===== config.mk =====
export PLATFORM = sky130hd
export DESIGN_NAME = fbd_ctrl
export DESIGN_NICKNAME = d
export VERILOG_FILES = /design/src/rtl/core/fbd_pkg.sv /design/src/rtl/core/fbd_ctrl.sv
export SDC_FILE = /design/constraint.sdc
export NUM_CORES = 1
export LEC_CHECK = 0
export CAP_MARGIN = 15
export CORE_AREA = 2 2 39 41
export CTS_CLUSTER_SIZE = 16
export DETAILED_ROUTE_END_ITERATION = 10
export DIE_AREA = 0 0 41 43
export DONT_BUFFER_PORTS = 1
export PLACE_DENSITY = 0.31
export SKIP_CTS_REPAIR_TIMING = 1
export SYNTH_ARGS = -nofsm -noshare
export SYNTH_HDL_FRONTEND = slang
export SYNTH_SLANG_ARGS = --single-unit

===== constraint.sdc =====
create_clock -name i_clk -period 2.2 [get_ports i_clk]
set_input_delay 0.22 -clock i_clk [delete_from_list [all_inputs] [get_ports i_clk]]
set_output_delay 0.22 -clock i_clk [all_outputs]
set_load 0.05 [all_outputs]

===== src/rtl/core/fbd_pkg.sv =====
// Shared types and constants of the filterbank decimator.
package fbd_pkg;

    localparam int SAMPLE_BITS    = 16;
    localparam int AVG_W          = 24;
    localparam int CHAN_GROUP_W   = 9;
    localparam int SAMP_GROUP_W   = 11;
    localparam int CHANNELS_W     = 13;
    localparam int IFS_W          = 3;
    localparam int POS_W          = 12;
    localparam int IF_W           = 2;
    localparam int GCC_W          = 8;
    localparam int GSC_W          = 10;
    localparam int GSUM_W         = 24;
    localparam int TSUM_W         = 34;
    localparam int STORE_DEPTH    = 16384;
    localparam int ADDR_W         = 14;
    localparam int DIVISOR_W      = 19;
    localparam int QUOT_W         = 24;
    localparam int DIV_CNT_W      = 5;
    localparam int CFG_INDEX_W    = 2;
    localparam int CFG_DATA_W     = 13;

    localparam logic [CHAN_GROUP_W-1:0] MAX_CHAN_GROUP = 9'd256;
    localparam logic [SAMP_GROUP_W-1:0] MAX_SAMP_GROUP = 11'd1024;
    localparam logic [CHANNELS_W-1:0]   MAX_CHANNELS   = 13'd4096;
    localparam logic [IFS_W-1:0]        MAX_IFS        = 3'd4;

    localparam logic [CFG_INDEX_W-1:0] CFG_CHANS = 2'd0;
    localparam logic [CFG_INDEX_W-1:0] CFG_SAMPS = 2'd1;
    localparam logic [CFG_INDEX_W-1:0] CFG_NCHAN = 2'd2;
    localparam logic [CFG_INDEX_W-1:0] CFG_NIF   = 2'd3;

    typedef enum logic [1:0] {
        S_IDLE,
        S_RMW,
        S_DIV,
        S_PUSH
    } t_state;

    typedef struct packed {
        logic take_in;
        logic store_we;
        logic div_load;
        logic div_step;
        logic out_load;
    } t_cmd;

    typedef struct packed {
        logic in_valid;
        logic group_done;
        logic emit_pending;
        logic div_last;
        logic out_free;
    } t_status;

endpackage


===== src/rtl/core/fbd_ctrl.sv =====
// Sequencer for accept, store update, division and result hand-off.
module fbd_ctrl (
    input  logic             i_clk,
    input  logic             i_rst_n,
    input  fbd_pkg::t_status i_status,
    output fbd_pkg::t_cmd    o_cmd
);
    import fbd_pkg::*;

    t_state r_state;
    t_state n_state;

    always_ff @(posedge i_clk) begin
        if (!i_rst_n) begin
            r_state <= S_IDLE;
        end else begin
            r_state <= n_state;
        end
    end

    always_comb begin
        n_state = r_state;
        unique case (r_state)
            S_IDLE: begin
                if (i_status.in_valid && i_status.group_done) begin
                    n_state = S_RMW;
                end
            end
            S_RMW: begin
                n_state = i_status.emit_pending ? S_DIV : S_IDLE;
            end
            S_DIV: begin
                if (i_status.div_last) begin
                    n_state = S_PUSH;
                end
            end
            S_PUSH: begin
                if (i_status.out_free) begin
                    n_state = S_IDLE;
                end
            end
            default: n_state = S_IDLE;
        endcase
    end

    always_comb begin
        o_cmd = '0;
        unique case (r_state)
            S_IDLE: o_cmd.take_in = 1'b1;
            S_RMW: begin
                // a finished time group goes to the divider, otherwise write back
                if (i_status.emit_pending) begin
                    o_cmd.div_load = 1'b1;
                end else begin
                    o_cmd.store_we = 1'b1;
                end
            end
            S_DIV:  o_cmd.div_step = 1'b1;
            S_PUSH: o_cmd.out_load = i_status.out_free;
            default: o_cmd = '0;
        endcase
    end

endmodule


* Word-level counts from Yosys, hierarchy flattened
Index checks and enable logic that the tools add are counted.
Storage, ports and cells: flip-flop bits (word level) 2, output and inout port bits 5
Operators by class: eq/ne operators 6, multiplexer cells 11, reduce and logical (&&, ||, !) cells 3
Operators with widths (count):
- 2-bit two-way mux | 5
- 2-bit one-hot mux with 4 select lines | 1
- 2-bit != test (second input constant) | 3
- 1-bit two-way mux | 5
- 2-bit equality test (second input constant) | 2
- 3-bit AND reduction | 1
- 2-bit by 1-bit equality test with 1-bit output (second input constant) | 1
- 2-bit zero test | 1
- 1-bit logical AND | 1

* Logic depth before layout (Yosys ltp)
depth in word-level cells 3, gate-level depth with buffers 2, depth with buffers taken out 2

* Worst setup path after synthesis
Ideal clock, no wire load.
path type register to output, from register r_state[0], to output port o_cmd[3] in the netlist's numbering, path buffers 0, cell stages (with the launch flop) 2, arrival time 1569 ps, setup slack 411 ps, cell sequence dfxtp_1 > nor3b_1
RTL lines:
- start: declaration | RTL line fbd_ctrl.sv:10 | t_state r_state;
- start signal: assignment | RTL line fbd_ctrl.sv:17 | r_state <= n_state;
- end: declaration | RTL line fbd_ctrl.sv:6 | output fbd_pkg::t_cmd o_cmd

==> results.rst <==
.. list-table::
   :header-rows: 1

   * - Metric
     - Value
   * - Critical setup path kind
     - reg2out
   * - Worst-path maximum fanout
     - 8
   * - Number of nets still failing antenna checks after routing
     - 0
   * - Fraction of layout instances using a drive strength above 1
     - 0.4000
   * - Rel. slew slack
     - 0.6469
   * - Gate power share
     - 0.239
   * - # IOs
     - 12
   * - Sequential cell area fraction in the yosys report
     - 0.3333
   * - Least-Margin Pin Slew
     - 0.5297 ns
   * - HP Class
     - in2reg
   * - Mapped Avg Cell Area
     - 8.580 µm²
   * - Power share of the clock group
     - 0.489
   * - Internal power contribution
     - 0.1122 mW
   * - Quantity of I/O buffers inserted on ports
     - 0
   * - Worst path buffer plus inverter count
     - 0
   * - TritonCTS clock tree
     - built
   * - Post-Synthesis Net Count
     - 21
   * - Clock period minus final worst setup slack
     - 1.385 ns
   * - Worst hold margin
     - 0.1220 ns
   * - Drt drc
     - 0
   * - Die H
     - 43 µm
   * - Unrepaired setup endpoints after global routing
     - false
   * - Die span in x
     - 41 µm
   * - Number of antenna diodes
     - 0
   * - Antenna violations before repair
     - 0
   * - Worst clock skew on the final layout
     - 0.003210 ns
   * - Die area
     - 1763 µm²
   * - Pins over their slew limit
     - 0
   * - Final weighted congestion in routability-driven placement
     - 0.4320
   * - Storage element area
     - 40.04 µm²
   * - Worst Setup End Kind
     - output port
   * - Final setup violating endpoints
     - 0
   * - Clock latency reported for the late side of the worst-skew pair
     - 0.22 ns
   * - Required time of the worst setup path
     - 1.98 ns
   * - Max-cap check violation count
     - 0
   * - Gr usage total
     - 0.04595
   * - Leakage power of the design
     - 0.08043 nW
   * - Worst-case clock buffer depth
     - 2
   * - Data arrival time of the critical path
     - 1.16 ns
   * - Number of buffers added by the clock tree synthesis step
     - 3
   * - Layout area overhead
     - 58.33%
   * - Area of the multi-input gates
     - 81.33 µm²
   * - Area of the placeable core
     - 1384 µm²
   * - Avg Vias per Cell
     - 3.500
   * - Period Utilization, post-route
     - 0.6295
   * - Clk sinks
     - 2
   * - Number of synthesized register bits
     - 2
   * - Nets@finish
     - 29
   * - Total of warnings raised by yosys
     - 0
   * - Post-Synthesis Cells
     - 14
   * - Critical register-to-register path startpoint
     - r_state[0]
   * - Register clock-pin slew on the reported worst setup and hold paths
     - 0.03 ns
   * - Total grt overflow
     - 0
   * - Cell breakdown of the critical path
     - and3b_1
   * - Worst reg2reg setup slack
     - 1.00 ns
   * - Number of filler cells placed in the layout
     - 165
   * - Routed via count
     - 126
   * - Register share of total power
     - 0.272
   * - Total standard cell area after synthesis
     - 120.1 µm²
   * - Setup tns final
     - 0 ns
   * - Net Sw Power
     - 0.05078 mW
   * - Count of final hold-check violations
     - 0
   * - Count of cell types in the netlist
     - 13
   * - Routed length per instance
     - 8.806 µm
   * - Maximum number of pins on one net before global-route repair
     - 10
   * - Via count of the first global-routing pass
     - 131
   * - Floorplan row count
     - 14
   * - Final Routed Wirelength
     - 317 µm
   * - Startpoint of the most critical hold path
     - i_rst_n
   * - Top library cells by usage in the layout, fill and taps aside
     - 3 x clkbuf_4, 3 x buf_4, 2 x dfxtp_1
   * - Standard cell with the maximum stage delay on the critical path
     - and3b_1
   * - Peak per-stage delay on the critical path
     - 0.53 ns
   * - Initial Util
     - 0.08680
   * - Total power divided by cell area
     - 857.1 nW/µm²
   * - Startpoint of the most critical setup path
     - r_state[0]
   * - Number of DRC violations after detailed-routing iteration 0
     - 1
   * - Number of levels the H-tree was split into
     - 1
   * - Global-route wire length before repair
     - 420 µm
   * - Kind of cell adding the most delay to the critical path
     - simple AND/OR/NAND/NOR gates
   * - DRT Pass-1 Iters
     - 2
   * - Maximum vdd drop
     - 0.0001147 V
   * - Clk root buf
     - clkbuf_4
   * - Outcome
     - finished, final reports clean
   * - Sw frac
     - 0.3115
   * - Critical Path Start Type
     - register
   * - Maximum operating frequency
     - 722.1 MHz
Yosys cell counts:
cell type | n | area [µm²]
dfxtp_1 | 2 | 40.04
a21boi_0 | 1 | 7.510
a21oi_1 | 1 | 5.000
a221oi_1 | 1 | 8.760
and3_2 | 1 | 7.510
and3b_1 | 1 | 8.760
inv_1 | 1 | 3.750
nand2b_1 | 1 | 6.260
nand3b_1 | 1 | 7.510
nor2_1 | 1 | 3.750
nor2b_1 | 1 | 6.260
nor3b_1 | 1 | 7.510
o21a_1 | 1 | 7.510
area by class of cell:
| class | count | area share |
|---|---|---|
| clock buffers | 3 | 0.1184 |
| inverters | 1 | 0.01974 |
| multi-input cells | 11 | 0.4276 |
| flip-flops and latches | 2 | 0.2105 |
| well taps | 16 | 0.1053 |
| repair buffers | 3 | 0.1184 |
cells by family (layout without fill, tap and decap cells):
| kind of cell | Yosys count | count (layout) | share of synthesized area |
|---|---|---|---|
| DFF | 2 | 2 | 0.3333 |
| AOI/OAI and AO/OA | 4 | 4 | 0.2396 |
| and+or+nand+nor | 7 | 7 | 0.3960 |
| buffers and inverters | 1 | 7 | 0.03122 |
per-stage QoR:
step                instance area (µm²)  power [mW]  instances  worst slack (ns)    util
finish                            190.2      0.1630         36            0.8152  0.1374
floorplan                         120.1     0.07428         14            0.4107       -
global placement                  167.7     0.08418         33             1.011  0.1212
detailed placement                167.7     0.08440         33            0.9933  0.1212
CTS                               190.2      0.1694         36            0.7970  0.1374
global route                      190.2      0.1806         36            0.7441  0.1374
per-layer routing:
layer  vias up  part of all wire  global-route usage
met4         0                 0             0.08000
li1         63                 -                   -
met2        12              0.47             0.05938
met5         -                 0                   0
met3         0              0.24             0.04712
met1        51              0.28             0.01899
power groups by stage:
stage | sequential (mW) | clock, mW | combinational, mW
after global placement | 0.0445 | 0 | 0.0397
final | 0.0444 | 0.0797 | 0.0389
after CTS | 0.0445 | 0.0855 | 0.0394
after floorplan | 0.0437 | 0 | 0.0306
after detailed placement | 0.0451 | 0 | 0.0393
after global routing | 0.0454 | 0.0941 | 0.0411
final timing paths:
kind,endpoint,cells past startpoint
hold reg to reg,r_state[0],2
hold / removal,register,1
setup / recovery,o_cmd[2],1
setup reg to reg,register,2
Note: power is estimated with default switching activity, not from simulation.
